--- src/rtl/core/wav_pcm16_parser_downmix_unit_macros.svh ---
// assertion macros for the wav parser
`ifndef WAV_PCM16_PARSER_DOWNMIX_UNIT_MACROS_SVH
`define WAV_PCM16_PARSER_DOWNMIX_UNIT_MACROS_SVH
`define WAV_ASSERT_IMP(lbl, clk, rst, a, c) \
   lbl: assert property (@(posedge clk) disable iff (rst) (a) |-> (c)) else $error("lbl");
`define WAV_ASSERT_NXT(lbl, clk, rst, a, c) \
   lbl: assert property (@(posedge clk) disable iff (rst) (a) |=> (c)) else $error("lbl");
`endif

--- src/rtl/core/wavpd_pkg.sv ---
// shared types and constants of the wav parser
`timescale 1ns / 1ps
package wavpd_pkg;
   localparam int MaxChannels = 8;
   localparam int ChanIdxW = 4;
   localparam logic [31:0] TagFmt = 32'h2074_6D66;
   localparam logic [31:0] TagData = 32'h6174_6164;
   localparam logic [31:0] TagRiff = 32'h4646_4952;
   localparam logic [31:0] TagWave = 32'h4556_4157;
   localparam logic [2:0] StOk = 3'd0;
   localparam logic [2:0] StHdr = 3'd1;
   localparam logic [2:0] StFmt = 3'd2;
   localparam logic [2:0] StMiss = 3'd3;
   localparam logic [2:0] StOrder = 3'd4;

   // parse phases
   localparam logic [3:0] PhHdr = 4'd0;
   localparam logic [3:0] PhChdr = 4'd1;
   localparam logic [3:0] PhFmt = 4'd2;
   localparam logic [3:0] PhData = 4'd3;
   localparam logic [3:0] PhSkip = 4'd4;
   localparam logic [3:0] PhPad = 4'd5;
   localparam logic [3:0] PhDrain = 4'd6;

   // controller to datapath
   typedef struct packed {
      logic       take;      // consume the captured request byte
      logic       fin;       // build final result
      logic [2:0] fst;
      logic       clr;       // reset file state
   } wavpd_cmd_type;

   // datapath to controller
   typedef struct packed {
      logic div_busy;
      logic out_full;
   } wavpd_sts_type;
endpackage

--- src/rtl/core/wavpd_divider.sv ---
// signed restoring divider, one quotient bit per cycle
`timescale 1ns / 1ps
module wavpd_divider (
   input  logic        clock,
   input  logic        reset,
   input  logic        start,
   input  logic [19:0] dividend,
   input  logic [4:0]  divisor,
   output logic        busy,
   output logic        done,
   output logic [15:0] quotient
);
   import wavpd_pkg::*;
   logic [19:0] rem_ff, rem_in, quo_ff, quo_in;
   logic [4:0]  cnt_ff, cnt_in, dvs_ff, dvs_in;
   logic        neg_ff, neg_in, busy_ff, busy_in, done_ff, done_in;
   logic [20:0] trial;
   logic [19:0] shifted, res;

   always_comb begin
      rem_in = rem_ff; quo_in = quo_ff; cnt_in = cnt_ff; dvs_in = dvs_ff;
      neg_in = neg_ff; busy_in = busy_ff; done_in = 1'b0;
      shifted = {rem_ff[18:0], quo_ff[19]};
      trial = {1'b0, shifted} - {16'd0, dvs_ff};
      if (start) begin
         neg_in = dividend[19];
         quo_in = dividend[19] ? (~dividend + 20'd1) : dividend;
         rem_in = '0; dvs_in = divisor; cnt_in = 5'd20; busy_in = 1'b1;
      end else if (busy_ff) begin
         if (!trial[20]) begin
            rem_in = trial[19:0]; quo_in = {quo_ff[18:0], 1'b1};
         end else begin
            rem_in = shifted; quo_in = {quo_ff[18:0], 1'b0};
         end
         cnt_in = cnt_ff - 5'd1;
         if (cnt_ff == 5'd1) begin
            busy_in = 1'b0; done_in = 1'b1;
         end
      end
   end

   always_ff @(posedge clock) begin
      if (reset) begin
         busy_ff <= 1'b0; done_ff <= 1'b0; cnt_ff <= '0;
      end else begin
         busy_ff <= busy_in; done_ff <= done_in; cnt_ff <= cnt_in;
      end
      rem_ff <= rem_in; quo_ff <= quo_in; dvs_ff <= dvs_in; neg_ff <= neg_in;
   end

   assign res = neg_ff ? (~quo_ff + 20'd1) : quo_ff;
   assign quotient = res[15:0];
   assign busy = busy_ff;
   assign done = done_ff;
endmodule

--- src/rtl/core/wavpd_datapath.sv ---
// sample low-byte register, frame accumulator, divider and result queue
`timescale 1ns / 1ps
module wavpd_datapath (
   input  logic                   clock,
   input  logic                   reset,
   input  wavpd_pkg::wavpd_cmd_type cmd,
   output wavpd_pkg::wavpd_sts_type sts,
   input  logic [7:0]             byte_d,
   input  logic [3:0]             phase,
   input  logic [31:0]            pos,
   input  logic [15:0]            chan_count,
   input  logic [31:0]            rate_store,
   output logic                   rsp_valid,
   input  logic                   rsp_ready,
   output logic                   rsp_kind,
   output logic signed [15:0]     rsp_mono_sample,
   output logic [31:0]            rsp_rate_hz,
   output logic [2:0]             rsp_status,
   output logic                   rsp_is_last
);
   import wavpd_pkg::*;
   logic [7:0]  low_ff, low_in;
   logic [19:0] sum_ff, sum_in;
   logic [ChanIdxW-1:0] idx_ff, idx_in;
   logic [19:0] fsum;
   logic        div_start, div_busy, div_done;
   logic [15:0] quo;
   // two entry queue: slot 0 head
   logic [1:0]  v_ff, v_in;
   logic [52:0] q0_ff, q0_in, q1_ff, q1_in;
   logic [52:0] ent_s, ent_f;
   logic        pop;
   logic        fh_v_ff, fh_v_in;
   logic [52:0] fh_ff, fh_in;

   assign fsum = sum_ff + {{4{byte_d[7]}}, byte_d, low_ff};

   always_comb begin
      low_in = low_ff; sum_in = sum_ff; idx_in = idx_ff; div_start = 1'b0;
      if (cmd.take && phase == PhData) begin
         if (!pos[0]) low_in = byte_d;
         else if ({12'd0, idx_ff} + 16'd1 >= chan_count) begin
            div_start = 1'b1; sum_in = '0; idx_in = '0;
         end else begin
            sum_in = fsum; idx_in = idx_ff + 1'b1;
         end
      end
      if (cmd.clr) begin
         sum_in = '0; idx_in = '0;
      end
   end

   wavpd_divider u_div (
      .clock(clock), .reset(reset), .start(div_start), .dividend(fsum),
      .divisor(chan_count[4:0]), .busy(div_busy), .done(div_done), .quotient(quo)
   );

   assign ent_s = {1'b0, quo, 32'd0, StOk, 1'b0};
   assign ent_f = {1'b1, 16'd0, (cmd.fst == StOk) ? rate_store : 32'd0, cmd.fst, 1'b1};
   assign pop = v_ff[0] && rsp_ready;

   always_comb begin
      v_in = v_ff; q0_in = q0_ff; q1_in = q1_ff; fh_v_in = fh_v_ff; fh_in = fh_ff;
      if (pop) begin
         q0_in = q1_ff; v_in = {1'b0, v_ff[1]};
      end
      // a final result behind a frame divide waits for its sample
      if (div_done) begin
         if (!v_in[0]) begin q0_in = ent_s; v_in[0] = 1'b1; end
         else begin q1_in = ent_s; v_in[1] = 1'b1; end
         if (fh_v_ff) begin
            if (!v_in[0]) begin q0_in = fh_ff; v_in[0] = 1'b1; end
            else begin q1_in = fh_ff; v_in[1] = 1'b1; end
         end
         fh_v_in = 1'b0;
      end
      if (cmd.fin) begin
         if (div_start) begin
            fh_v_in = 1'b1; fh_in = ent_f;
         end else if (!v_in[0]) begin
            q0_in = ent_f; v_in[0] = 1'b1;
         end else begin
            q1_in = ent_f; v_in[1] = 1'b1;
         end
      end
   end

   always_ff @(posedge clock) begin
      if (reset) begin
         v_ff <= '0; sum_ff <= '0; idx_ff <= '0; fh_v_ff <= 1'b0;
      end else begin
         v_ff <= v_in; sum_ff <= sum_in; idx_ff <= idx_in; fh_v_ff <= fh_v_in;
      end
      low_ff <= low_in; q0_ff <= q0_in; q1_ff <= q1_in; fh_ff <= fh_in;
   end

   assign sts.div_busy = div_busy || div_done;
   assign sts.out_full = v_ff[0];
   assign rsp_valid = v_ff[0];
   assign rsp_kind = q0_ff[52];
   assign rsp_mono_sample = q0_ff[51:36];
   assign rsp_rate_hz = q0_ff[35:4];
   assign rsp_status = q0_ff[3:1];
   assign rsp_is_last = q0_ff[0];

   `include "wav_pcm16_parser_downmix_unit_macros.svh"
   `WAV_ASSERT_IMP(a_no_overflow, clock, reset, v_ff[1], v_ff[0])
   `WAV_ASSERT_NXT(a_div_done, clock, reset, div_start, div_busy)
   `WAV_ASSERT_IMP(a_start_idle, clock, reset, div_start, !div_busy)
   `WAV_ASSERT_IMP(a_hold_in_divide, clock, reset, fh_v_ff, div_busy || div_done)
endmodule

--- src/rtl/core/wavpd_controller.sv ---
// chunk walking state machine
`timescale 1ns / 1ps
module wavpd_controller (
   input  logic                   clock,
   input  logic                   reset,
   input  logic                   req_valid,
   output logic                   req_ready,
   input  logic [7:0]             req_in_byte,
   input  logic                   req_last_byte,
   input  wavpd_pkg::wavpd_sts_type sts,
   output wavpd_pkg::wavpd_cmd_type cmd,
   output logic [7:0]             byte_d,
   output logic [3:0]             phase,
   output logic [31:0]            pos,
   output logic [15:0]            chan_count,
   output logic [31:0]            rate_store
);
   import wavpd_pkg::*;
   typedef enum logic [1:0] {S_IDLE, S_EXEC} ctl_type;
   ctl_type     st_ff;
   logic [7:0]  b_ff;
   logic        l_ff;
   logic [3:0]  ph_ff, ph_in;
   logic [31:0] pos_ff, pos_in, tag_ff, tag_in, len_ff, len_in, rate_ff, rate_in;
   logic [15:0] fmt_ff, fmt_in, cc_ff, cc_in, bps_ff, bps_in;
   logic        seen_ff, seen_in, fin, ok;
   logic [2:0]  fst;
   logic [7:0]  exp_b;
   logic [31:0] nxt_pos;

   assign req_ready = (st_ff == S_IDLE) && !sts.out_full && !sts.div_busy;
   assign nxt_pos = pos_ff + 32'd1;

   always_comb begin
      ph_in = ph_ff; pos_in = pos_ff; tag_in = tag_ff; len_in = len_ff;
      rate_in = rate_ff; fmt_in = fmt_ff; cc_in = cc_ff; bps_in = bps_ff;
      seen_in = seen_ff; fin = 1'b0; fst = StOk; ok = 1'b1;
      exp_b = (pos_ff < 32'd4) ? TagRiff[8*pos_ff[1:0] +: 8] : TagWave[8*pos_ff[1:0] +: 8];
      case (ph_ff)
         PhHdr: begin
            if (pos_ff < 32'd4 || (pos_ff >= 32'd8 && pos_ff < 32'd12)) ok = (b_ff == exp_b);
            if (!ok) begin fin = 1'b1; fst = StHdr; end
            else if (pos_ff >= 32'd11) begin ph_in = PhChdr; pos_in = '0; end
            else pos_in = nxt_pos;
         end
         PhChdr: begin
            if (pos_ff < 32'd4) tag_in = {b_ff, tag_ff[31:8]};
            else if (pos_ff == 32'd4) len_in = {24'd0, b_ff};
            else len_in[8*pos_ff[1:0] +: 8] = b_ff;
            if (pos_ff < 32'd7) pos_in = nxt_pos;
            else begin
               pos_in = '0;
               if (tag_ff == TagFmt) begin
                  if (len_in < 32'd16) begin fin = 1'b1; fst = StMiss; end
                  else ph_in = PhFmt;
               end else if (tag_ff == TagData) begin
                  if (!seen_ff) begin fin = 1'b1; fst = StOrder; end
                  else if (len_in == '0) begin fin = 1'b1; fst = StOk; end
                  else ph_in = PhData;
               end else if (len_in != '0) ph_in = PhSkip;
            end
         end
         PhFmt: begin
            case (pos_ff)
               32'd0: fmt_in[7:0] = b_ff;
               32'd1: fmt_in[15:8] = b_ff;
               32'd2: cc_in[7:0] = b_ff;
               32'd3: cc_in[15:8] = b_ff;
               32'd4, 32'd5, 32'd6, 32'd7: rate_in[8*pos_ff[1:0] +: 8] = b_ff;
               32'd14: bps_in[7:0] = b_ff;
               32'd15: bps_in[15:8] = b_ff;
               default: ;
            endcase
            if (nxt_pos == len_ff) begin
               pos_in = '0;
               if (fmt_in == 16'd1 && bps_in == 16'd16 && cc_in >= 16'd1
                   && cc_in <= 16'(MaxChannels)) begin
                  seen_in = 1'b1; ph_in = PhChdr;
               end else begin fin = 1'b1; fst = StFmt; end
            end else pos_in = nxt_pos;
         end
         PhData: begin
            if (nxt_pos == len_ff) begin pos_in = '0; fin = 1'b1; fst = StOk; end
            else pos_in = nxt_pos;
         end
         PhSkip: begin
            if (nxt_pos == len_ff) begin
               pos_in = '0; ph_in = len_ff[0] ? PhPad : PhChdr;
            end else pos_in = nxt_pos;
         end
         PhPad: begin pos_in = '0; ph_in = PhChdr; end
         default: ;
      endcase
      if (fin) ph_in = PhDrain;
      if (!fin && l_ff && ph_in < PhDrain) begin
         fin = 1'b1; fst = (ph_in == PhHdr) ? StHdr : StMiss;
      end
      cmd.take = (st_ff == S_EXEC);
      cmd.fin = (st_ff == S_EXEC) && fin;
      cmd.fst = fst;
      cmd.clr = (st_ff == S_EXEC) && l_ff;
   end

   always_ff @(posedge clock) begin
      if (reset) begin
         st_ff <= S_IDLE; ph_ff <= PhHdr; pos_ff <= '0; tag_ff <= '0; len_ff <= '0;
         rate_ff <= '0; fmt_ff <= '0; cc_ff <= '0; bps_ff <= '0; seen_ff <= 1'b0;
      end else begin
         case (st_ff)
            S_IDLE: if (req_valid && req_ready) st_ff <= S_EXEC;
            S_EXEC: begin
               st_ff <= S_IDLE;
               if (l_ff) begin
                  ph_ff <= PhHdr; pos_ff <= '0; tag_ff <= '0; len_ff <= '0; rate_ff <= '0;
                  fmt_ff <= '0; cc_ff <= '0; bps_ff <= '0; seen_ff <= 1'b0;
               end else begin
                  ph_ff <= ph_in; pos_ff <= pos_in; tag_ff <= tag_in; len_ff <= len_in;
                  rate_ff <= rate_in; fmt_ff <= fmt_in; cc_ff <= cc_in; bps_ff <= bps_in;
                  seen_ff <= seen_in;
               end
            end
            default: st_ff <= S_IDLE;
         endcase
      end
      if (req_valid && req_ready) begin
         b_ff <= req_in_byte; l_ff <= req_last_byte;
      end
   end

   assign byte_d = b_ff;
   assign phase = ph_ff;
   assign pos = pos_ff;
   assign chan_count = cc_ff;
   assign rate_store = rate_ff;

   `include "wav_pcm16_parser_downmix_unit_macros.svh"
   `WAV_ASSERT_NXT(a_exec_after_take, clock, reset, req_valid && req_ready, st_ff == S_EXEC)
   `WAV_ASSERT_IMP(a_no_take_busy, clock, reset, st_ff == S_EXEC, !req_ready)
   `WAV_ASSERT_NXT(a_last_resets, clock, reset, st_ff == S_EXEC && l_ff, ph_ff == PhHdr)
endmodule

--- src/rtl/core/wav_pcm16_parser_downmix_unit.sv ---
// top level of the wav pcm16 parser with mono downmix
// a request is captured, then takes one chunk-walk step in the controller; no new request is taken meanwhile
// a frame's last sample also starts a serial divide that holds off the next request until it is done
// results leave through a two-entry output queue; requests stall while it holds one
// reset is synchronous, active high, and returns the parser to the riff header
`timescale 1ns / 1ps
module wav_pcm16_parser_downmix_unit (
   input  logic               clock,
   input  logic               reset,
   input  logic               req_valid,
   output logic               req_ready,
   input  logic [7:0]         req_in_byte,
   input  logic               req_last_byte,
   output logic               rsp_valid,
   input  logic               rsp_ready,
   output logic               rsp_kind,
   output logic signed [15:0] rsp_mono_sample,
   output logic [31:0]        rsp_rate_hz,
   output logic [2:0]         rsp_status,
   output logic               rsp_is_last
);
   import wavpd_pkg::*;
   wavpd_cmd_type cmd;
   wavpd_sts_type sts;
   logic [7:0]  byte_d;
   logic [3:0]  phase;
   logic [31:0] pos, rate_store;
   logic [15:0] chan_count;

   wavpd_controller u_ctl (
      .clock(clock), .reset(reset), .req_valid(req_valid), .req_ready(req_ready),
      .req_in_byte(req_in_byte), .req_last_byte(req_last_byte), .sts(sts), .cmd(cmd),
      .byte_d(byte_d), .phase(phase), .pos(pos), .chan_count(chan_count),
      .rate_store(rate_store)
   );

   wavpd_datapath u_dp (
      .clock(clock), .reset(reset), .cmd(cmd), .sts(sts), .byte_d(byte_d),
      .phase(phase), .pos(pos), .chan_count(chan_count), .rate_store(rate_store),
      .rsp_valid(rsp_valid), .rsp_ready(rsp_ready), .rsp_kind(rsp_kind),
      .rsp_mono_sample(rsp_mono_sample), .rsp_rate_hz(rsp_rate_hz),
      .rsp_status(rsp_status), .rsp_is_last(rsp_is_last)
   );
endmodule

--- config.mk ---
export PLATFORM = sky130hd
export DESIGN_NAME = wav_pcm16_parser_downmix_unit
export DESIGN_NICKNAME = d
export VERILOG_FILES = /design/src/rtl/core/wavpd_pkg.sv /design/src/rtl/core/wavpd_divider.sv /design/src/rtl/core/wavpd_datapath.sv /design/src/rtl/core/wavpd_controller.sv /design/src/rtl/core/wav_pcm16_parser_downmix_unit.sv
export VERILOG_INCLUDE_DIRS = /design/src /design/src/rtl/core
export SDC_FILE = /design/constraint.sdc
export NUM_CORES = 1
export LEC_CHECK = 0
export BUFFER_PORTS_ARGS = -buffer_cell sky130_fd_sc_hd__buf_2
export CORE_MARGIN = 2
export CORE_UTILIZATION = 30
export DETAILED_ROUTE_END_ITERATION = 8
export GPL_TIMING_DRIVEN = 0
export REMOVE_ABC_BUFFERS = 1
export SLEW_MARGIN = 5
export SYNTH_ARGS = -nofsm -noshare
export SYNTH_HDL_FRONTEND = slang
export SYNTH_SLANG_ARGS = --single-unit
--- constraint.sdc ---
create_clock -name clock -period 6.09 [get_ports clock]
set_input_delay 0.9135 -clock clock [delete_from_list [all_inputs] [get_ports clock]]
set_output_delay 0.9135 -clock clock [all_outputs]
set_load 0.02 [all_outputs]
; ---- Word level (Yosys, flattened, before mapping)
; Cells that the tools add are included.
[classes]
add_sub_neg = 9
n_lt_le_gt_ge = 10
eq_ne = 22
shift = 4
mux = 128
bitwise = 5
reduce_logical = 48
[op_table]
columns = op, n
row1 = 53-bit 2-to-1 mux, 15
row2 = 32-bit 2-to-1 mux, 17
row3 = 32-bit by 3-bit equality test with 1-bit output (second input constant), 4
row4 = 32-bit one-hot mux with 4 select lines, 1
row5 = 16-bit 2-to-1 mux, 7
row6 = 8-bit 2-to-1 mux, 13
row7 = 20-bit 2-to-1 mux, 4
row8 = 32-bit bitwise mux, 2
row9 = 32-bit by 2-bit equality test with 1-bit output (second input constant), 2
row10 = 32-bit by 4-bit equality test with 1-bit output (second input constant), 2
row11 = 32-bit by 4-bit greater-or-equal comparator with 1-bit output (second input constant), 2
row12 = 32-bit logical NOT, 2
row13 = 32-bit by 3-bit less-than comparator with 1-bit output (second input constant), 2
row14 = 32-bit by 6-bit indexed part select with 8-bit output (first input constant), 2
row15 = 4-bit 2-to-1 mux, 15
row16 = 5-bit negation with 34-bit output, 1
row17 = 8-bit by 34-bit variable shift with 32-bit output (first input constant), 1
row18 = 8-bit by 34-bit indexed part select with 32-bit output, 1
row19 = 1-bit 2-to-1 mux, 33
row20 = 32-bit by 1-bit adder with 32-bit output (second input constant), 1
row21 = 32-bit by 1-bit equality test with 1-bit output (second input constant), 1
row22 = 32-bit by 30-bit equality test with 1-bit output (second input constant), 1
row23 = 32-bit by 31-bit equality test with 1-bit output (second input constant), 1
row24 = 32-bit equality test, 1
row25 = other kinds (46), 95
[totals]
regBits = 419
inputBits = 13
output_inout_bits = 55
elab_cells = 254

; ---- Depth between registers and ports, before layout
; Gate-level depths: netlist of the first run.
[depth]
depth_word = 22
mapped_depth = 18
depth_no_buf = 15

; ---- By module
; Synthesis of the first run repeated with hierarchy kept, for this count alone.
[hier_totals]
hier_cells = 2408
area_unflattened_um2 = 21514.4
[modules_own_cells]
columns = module, instances, cells_per_inst, area_each_um2, seq_area_each_um2
row1 = wavpd_controller, 1, 1213, 9841.9, 3913.8
row2 = wavpd_datapath, 1, 833, 8356.8, 3953.8
row3 = wavpd_divider, 1, 362, 3315.7, 1301.2

; ---- Worst setup path after synthesis of the first run
; No wires, ideal clock.
[synth_timing]
path_type = register to register
start = reg u_ctl.pos_ff[0], in the netlist u_ctl.pos[0]
end = reg u_dp.fh_ff[10] (enable)
setup_ps = 441
arrival_time_ps = 5455
t_required_ps = 5649
setup_slack_ps = 194
path_stages_with_launch = 15
path_buffers = 2
period_less_slack_ps = 5896
cell_sequence = dfxtp_1 buf_2 inv_1 ha_1 clkbuf_1 and4b_1 a22o_1 or4_1 or4_1 a2111oi_2 nand3b_1 a21oi_1 a211oi_4 and2_4 a21oi_1
[synth_via]
elab_chain_len = 19
elab_cells_between_ends = 85
cone_classes = add/sub (2) / order compare (9) / eq/ne (10) / shift (4) / mux (47) / reduce/logical (13)
[synth_lines]
columns = element, line_no
row1 = start: declaration, wavpd_controller.sv:24  ; logic [31:0] pos_ff, pos_in, tag_ff, tag_in, len_ff, len_in, rate_ff, rate_in;
row2 = start signal: assignment, wavpd_controller.sv:117  ; ph_ff <= ph_in; pos_ff <= pos_in; tag_ff <= tag_in; len_ff <= len_in;
row3 = "parallel branches: the longest is 18 deep, another holds 5-bit negation with 34-bit output", n/a
row4 = 2-bit AND reduction (no source line) (*), n/a
row5 = end signal: assignment, wavpd_datapath.sv:94  ; low_ff <= low_in; q0_ff <= q0_in; q1_ff <= q1_in; fh_ff <= fh_in;
row6 = end: declaration, wavpd_datapath.sv:34  ; logic [52:0] fh_ff, fh_in;
; Mark *: on every way between the ends. The select of a mux whose other input is x is not followed.
; A chain may end at the register's enable or synchronous reset.

; ---- Worst setup path in the final report of the first run
[layout_timing]
start = reg u_ctl.pos_ff[0], in the netlist u_ctl.pos[0]
end = reg u_dp.q1_ff[48]
[layout_via]
elab_chain_len = 19
elab_cells_between_ends = 86
cone_classes = add/sub (2) / order compare (9) / eq/ne (10) / shift (4) / mux (49) / reduce/logical (12)
[layout_lines]
columns = element, line_no
row1 = "parallel branches: the longest is 18 deep, another holds 5-bit negation with 34-bit output", n/a
row2 = 53-bit 2-to-1 mux (*), wavpd_datapath.sv:77  ; if (cmd.fin) begin
row3 = via u_dp.q1_in[48], wavpd_datapath.sv:30  ; logic [52:0] q0_ff, q0_in, q1_ff, q1_in;
row4 = end signal: assignment, wavpd_datapath.sv:94
row5 = end: declaration, wavpd_datapath.sv:30
; Mark *: on every way through the listed nets, which the timed path passes. The select of a mux whose other input is x is not followed.

==> impl_metrics.ini, run 1 <==
[logic_synthesis]
synth_top_flop_cell = dfxtp_1
synth_largest_area_cell = dfxtp_1
synth.distinct_cells = 93
synth_top_area_share_pct = 31.3
synth_seq_cells = 419
synth_area_leaders = dfxtp_1 (31%), edfxtp_1 (11%), nor2_1 (5.4%), a21oi_1 (4.0%), mux2i_1 (3.3%)
syn_avg_cell_area_um2 = 8.76
async_flop_share_pct = 0
synth_cells = 2491
yosys_warnings = 0
ys_seq_area_share_pct = 42.0
synth-edff-count = 78
syn_area_um2 = 21800

[die]
die_h_um = 274
die_width_um = 274
initial_core_util_pct = 30.4
rows = 98
core-area_um2 = 71700
fp.dieArea_um2 = 74900
io_pins = 68

[final_layout]
multi_input_area_um2 = 11900
nets = 2509
final_cell_area_um2 = 24800
drive_gt1_share_pct = 10.6
fill_cells = 7309
antenna_cells = 0
mostFrequentLayoutCell = dfxtp_1
final_cell_mix = dfxtp_1 (338), nor2_1 (313), nand2_1 (176)
finalNonFillerCells = 3439
regArea_um2 = 9170
syn2layout_area_growth_pct = 13.5

[timing]
whs_ps = 456
setup-tns-final_ps = 0
timing.final.ws_setup_ps = 234
min_period_over_period_pct = 96.2
drv_slew = 0
maxSlewHeadroom_pct = 6.07
max_freq_ghz = 0.171
worst_pin_slew_ps = 1410
hold_viol = 0
rsz0062_at_grt = no
skew_ps = 23.5
finalCriticalPeriod_ps = 5860
setup_viol = 0

[place]
hpwl_um = 41800
placedCellCount = 3351
post_dp_cell_area_um2 = 23200
portBuffers = 67
gp_congestion = 0.921
pre_cts_ws_ps = -899

[clocking]
cts-root-buf = clkbuf_16
clk_latency_ps = 590
cts_tree = yes
clock_sinks = 419
ctsHtreeMaxLevel = 2
cts_made_buffers = 45
clock_path_buffers = 3
cts.clk_slew.worst_paths_ps = 60

[routing]
drc_errors = 0
drt-initial-drc-count = 1701
wire_per_inst_um = 17.9
vias_per_cell = 5.38
vias = 18500
final_antenna_net_count = 0
drt-pass1-iter-count = 8
finalWirelength_um = 61600

[worst_setup_path]
worstSetupEndpointType = register
required_ps = 6560
crit_path_max_fanout = 33
cp.arrival_ps = 6330
critPathLaunchType = register
critPathKind = reg -> reg

[status]
status = complete, no violations

[power]
ir_drop_mv = 0.195
p_leak_nw = 9.20
powerDensity_nw_per_um2 = 245

[grt]
antenna_found_initial = 1
grt_use_total_pct = 16.0
grt_pass1_vias = 17300
grt-ovfl-total = 0
grt_max_degree = 111
grt_pass1_wl_um = 97900

[min_path]
hold_path_class = reg -> reg

[run]
cap_violations = 0
final cells by class:
type / instances / share of cell area [%]
flip-flops and latches: 419 / 37.0
multi-input cells: 1848 / 48.0
clock buffers: 67 / 5.33
inverters: 45 / 0.682
clock inverters: 17 / 0.667
well taps: 950 / 4.80
repair buffers: 93 / 3.43
worst max-delay path, cell delays in order (launching register included):
cell and delay, ps:
dfxtp_2 650, inv_1 300, ha_1 510, and4b_1 300, a22o_1 220, or4_1 500, or4_1 550, a2111oi_2 560
nand3b_1 190, a21oi_1 300, a211oi_4 120, and2_4 240, a211o_2 600, o2bb2ai_2 360, a22o_1 310
flip-flops by register name, summed over array words and instances, names as in the netlist, 2 cells and up:
signal	cells
u_ctl.bps_ff	16
u_ctl.byte_d	8
u_ctl.chan_count	16
u_ctl.fmt_ff	16
u_ctl.len_ff	32
u_ctl.phase	4
u_ctl.pos	32
u_ctl.rate_store	32
u_ctl.tag_ff	32
u_dp.fh_ff	35
u_dp.idx_ff	4
u_dp.low_ff	8
u_dp.q0_ff	53
u_dp.q1_ff	53
u_dp.sum_ff	20
u_dp.u_div.cnt_ff	5
u_dp.u_div.dvs_ff	5
u_dp.u_div.quo_ff	20
u_dp.u_div.rem_ff	19
u_dp.v_ff	2
final timing paths:
check	from	to	slack [ps]	cells after the start
worst min-delay path	u_dp.q1_ff[0]$_DFF_P_	u_dp.q1_ff[0]$_DFF_P_	460	1
worst max-delay path	u_ctl.pos[0]$_SDFFE_PP0P_	u_dp.q1_ff[48]$_DFF_P_	230	14
worst min register to register	u_dp.q1_ff[0]$_DFF_P_	u_dp.q1_ff[0]$_DFF_P_	460	1
worst max register to register	u_ctl.pos[0]$_SDFFE_PP0P_	u_dp.q1_ff[48]$_DFF_P_	230	14
metal layers:
metal	GRT usage [%]	vias up	wire length [um]
li1	-	9025	-
met1	22.3	8827	29000
met2	25.6	546	27600
met3	2.27	103	3400
met4	4.96	2	1560
met5	0	-	9
per-stage QoR:
stage	util, %	total power (W)
floorplan	-	0.00319
global placement	31.5	0.00334
detailed placement	32.3	0.00338
CTS	34.4	0.00611
global route	34.5	0.00627
finish	34.5	0.00606
repair_timing:
item                       CTS  global route
setup buffers                0             2
setup endpoints to repair  166           132
hold buffers                 0             0
resized for setup            7             4
pin swaps                    0             2
report_power, final:
part	leakage (nW)	switching, W	internal [W]
combinational	5.02	0.000280	0.000143
sequential	3.46	0.0000553	0.00285
clock	0.729	0.00117	0.00156
Yosys cell counts, types with 15 or more instances:
master and instances:
dfxtp_1 341, nor2_1 314, nand2_1 178, a21oi_1 173, clkbuf_1 148, a22oi_1 84
o21ai_0 81, edfxtp_1 78, mux2i_1 73, nand3_1 71, nor3_1 64, xnor2_1 64
and2_1 48, xor2_1 47, a211oi_1 46, inv_1 45, ha_1 42, nor4_1 39
mux2_2 37, nor3b_1 33, a32o_1 32, nand4_1 31, nand2b_1 30, a31oi_1 27
buf_2 23, nor2b_1 23, o21ai_1 22, and3_1 21, a22o_1 18, or3_1 16
or4_1 15
logic make-up after synthesis:
group	Yosys count	synth area share, %
adder cells (fa/ha/maj)	44	2.59
XOR/XNOR	111	4.46
AO/OA/AOI/OAI	627	19.4
flip-flops	419	42.0
buffers and inverters	224	4.09
multiplexers	110	5.26
AND/OR/NAND/NOR	956	22.2
(Power assumes the default switching activity.)
==> run 2: changes to the inputs <==
SYNTH_HIERARCHICAL = 1   (was unset)
==> impl_metrics.ini, run 2 <==
[status]
status = complete, no violations

[logic_synthesis]
ys_seq_area_share_pct = 42.6
yosys_warnings = 6
synth_top_family_by_area = simple AND/OR/NAND/NOR gates
synth_area_leaders = dfxtp_1 (32%), edfxtp_1 (11%), nand2_1 (4.4%), nor2_1 (4.3%), a22oi_1 (4.1%)
synth_top_flop_cell = dfxtp_1
synth_cells = 2408
async_flop_share_pct = 0
synth_xor_area_share_pct = 4.19
syn_avg_cell_area_um2 = 8.93
synth_seq_cells = 419
synthMuxAreaShare_pct = 5.85
yosys.area_share.simple_pct = 20.9
synth_common_cells = dfxtp_1 (341), nand2_1 (255), nor2_1 (248), a21oi_1 (152), a22oi_1 (117)
synth_largest_area_cell = dfxtp_1
synth.distinct_cells = 95
synthAdderAreaFrac_pct = 2.63
synth_compound_area_share_pct = 19.4
syn_area_um2 = 21500
synth_most_common_cell = dfxtp_1
synth-edff-count = 78
synth_top_area_share_pct = 31.7

[place]
portBuffers = 67
placedCellCount = 3282
hpwl_um = 38900
gp_congestion = 0.898
pre_cts_ws_ps = -122
post_dp_cell_area_um2 = 22700

[die]
die_width_um = 272
fp.dieArea_um2 = 73900
core-area_um2 = 71200
rows = 98
die_h_um = 272
initial_core_util_pct = 30.2
io_pins = 68

[final_layout]
final_cell_mix = dfxtp_1 (339), nand2_1 (254), nor2_1 (247)
syn2layout_area_growth_pct = 12.8
top_regs = u_dp/q0_ff x53, u_dp/q1_ff x53, u_dp/fh_ff x35
finalNonFillerCells = 3367
drive_gt1_share_pct = 10.8
antenna_cells = 0
nets = 2437
mostFrequentLayoutCell = dfxtp_1
final_cell_area_um2 = 24300
fill_cells = 7297

[routing]
final_antenna_net_count = 0
drc_errors = 0
wire_per_inst_um = 17.2
finalWirelength_um = 58000
drt-initial-drc-count = 1509
drt-pass1-iter-count = 6
vias = 18000
vias_per_cell = 5.35

[timing]
max_freq_ghz = 0.174
finalCriticalPeriod_ps = 5740
timing.final.ws_setup_ps = 355
worst_pin_slew_ps = 1390
min_period_over_period_pct = 94.2
whs_ps = 443
setup-tns-final_ps = 0
rsz0062_at_grt = no
drv_slew = 0
hold_viol = 0
skew_ps = 36.9
setup_viol = 0
maxSlewHeadroom_pct = 7.11

[grt]
grt_use_total_pct = 15.1
grt-ovfl-total = 0
grt_pass1_wl_um = 92500
antenna_found_initial = 0
grt_pass1_vias = 16600
grt_max_degree = 92

[clocking]
cts_made_buffers = 45
cts_tree = yes
clock_sinks = 419
post-cts-setup-buffers = 0
cts-root-buf = clkbuf_16
ctsHtreeMaxLevel = 2
clock_path_buffers = 3
cts.clk_slew.worst_paths_ps = 60
clk_latency_ps = 600

[run]
cap_violations = 0

[worst_setup_path]
required_ps = 6580
worstSetupEndpointType = register
critPathLaunchType = register
r2r_slack_ps = 350
cp.arrival_ps = 6220
worstSetupStartpoint = u_ctl/pos[1]$_SDFFE_PP0P_
critPathKind = reg -> reg
crit_path_max_fanout = 18
reg2reg_to = u_dp/q0_ff[20]$_DFF_P_
regToRegStartpoint = u_ctl/pos[1]$_SDFFE_PP0P_
worstSetupEndpoint = u_dp/q0_ff[20]$_DFF_P_
ff2ff_path_depth = 15

[power]
p_leak_nw = 8.68
p_seq_share_pct = 47.5
powerDensity_nw_per_um2 = 272
p_comb_share_pct = 11.4
ir_drop_mv = 0.229
power_switching_w = 0.00176
swShare_pct = 26.7
clock_power_share_pct = 41.1
p_int_w = 0.00485

[min_path]
hold_path_class = reg -> reg
==> run 2: cell count changes after synthesis, moves of 15 or more <==
| cell | delta |
|---|---|
| nor2_1 | -66 |
| o21ai_0 | -23 |
| mux2_4 | +30 |
| mux2_2 | -24 |
| o31ai_1 | +40 |
| nor3b_1 | -30 |
| a21oi_1 | -21 |
| xor2_1 | -17 |
| a32o_1 | -32 |
| clkbuf_1 | -38 |
| nand2_1 | +77 |
| a22oi_1 | +33 |
| a211oi_1 | -17 |
| buf_4 | +15 |
==> run 2: routing by layer <==
layer,global-route usage [%],vias up,wire length (um)
met5,0,-,0
met4,3.88,0,1070
met3,2.01,78,3220
met2,24.0,504,26100
met1,21.5,8648,27600
li1,-,8787,-
==> run 2: worst max-delay path, cell delays in order (launching register included) <==
cell and delay [ps]:
dfxtp_1 690, ha_2 460, and4_1 390, nand3_4 170, or4_1 680, or4_4 540, a211oi_4 470, and4b_1 260
o21ai_1 60, a211o_1 330, o31a_1 380, nor3_4 490, buf_4 320, and2_1 200, nand2_1 70, o31ai_1 100
==> run 2: cells by family (layout without fill, tap and decap cells) <==
| family | Yosys count | count (layout) |
|---|---|---|
| fa+ha+maj | 44 | 44 |
| mux | 109 | 109 |
| flops | 419 | 419 |
| buf+inv | 213 | 222 |
| simple gates | 911 | 911 |
| compound gates | 609 | 609 |
| xor+xnor | 103 | 103 |
==> run 2: power groups by stage <==
stage          sequential, W  clock, W  combinational [W]
6_report             0.00314   0.00271           0.000754
3_3_place_gp         0.00321         0           0.000704
2_1_floorplan        0.00323         0           0.000435
3_5_place_dp         0.00320         0           0.000745
4_1_cts              0.00315   0.00278           0.000748
5_1_grt              0.00316   0.00289           0.000824
==> run 2: repair_timing <==
| item | 4_1_cts | 5_1_grt |
|---|---|---|
| endpoints found under the setup margin | 54 | 90 |
| hold buffers | 0 | 0 |
| resized for setup | 1 | 4 |
| cloned | 0 | 0 |
| pin swaps | 0 | 0 |
==> run 2: how the worst min path moves through the flow <==
stage                                   endpoint  cells past startpoint                         startpoint
2_1_floorplan   u_ctl/rate_store[0]$_SDFFE_PP0P_                      2   u_ctl/rate_store[0]$_SDFFE_PP0P_
3_3_place_gp   u_ctl/rate_store[28]$_SDFFE_PP0P_                      2  u_ctl/rate_store[28]$_SDFFE_PP0P_
3_5_place_dp    u_ctl/rate_store[9]$_SDFFE_PP0P_                      2   u_ctl/rate_store[9]$_SDFFE_PP0P_
4_1_cts        u_ctl/rate_store[30]$_SDFFE_PP0P_                      2  u_ctl/rate_store[30]$_SDFFE_PP0P_
5_1_grt         u_ctl/rate_store[9]$_SDFFE_PP0P_                      2   u_ctl/rate_store[9]$_SDFFE_PP0P_
6_report        u_ctl/rate_store[9]$_SDFFE_PP0P_                      2   u_ctl/rate_store[9]$_SDFFE_PP0P_
==> run 2: layout make-up <==
class / count / area, um^2 / area share [%]
Timing Repair Buffer: 93 / 797 / 3.28
Multi-Input combinational cell: 1776 / 11500 / 47.3
Inverter: 45 / 169 / 0.696
Clock inverter: 26 / 246 / 1.02
Clock buffer: 58 / 1220 / 5.05
Sequential cell: 419 / 9170 / 37.8
Tap cell: 950 / 1190 / 4.90
==> run 2: stage by stage <==
stage	power, W	util (%)
after floorplan	0.00367	-
after global placement	0.00391	31.2
after detailed placement	0.00395	31.9
after CTS	0.00667	34.0
after global routing	0.00688	34.1
final	0.00661	34.1
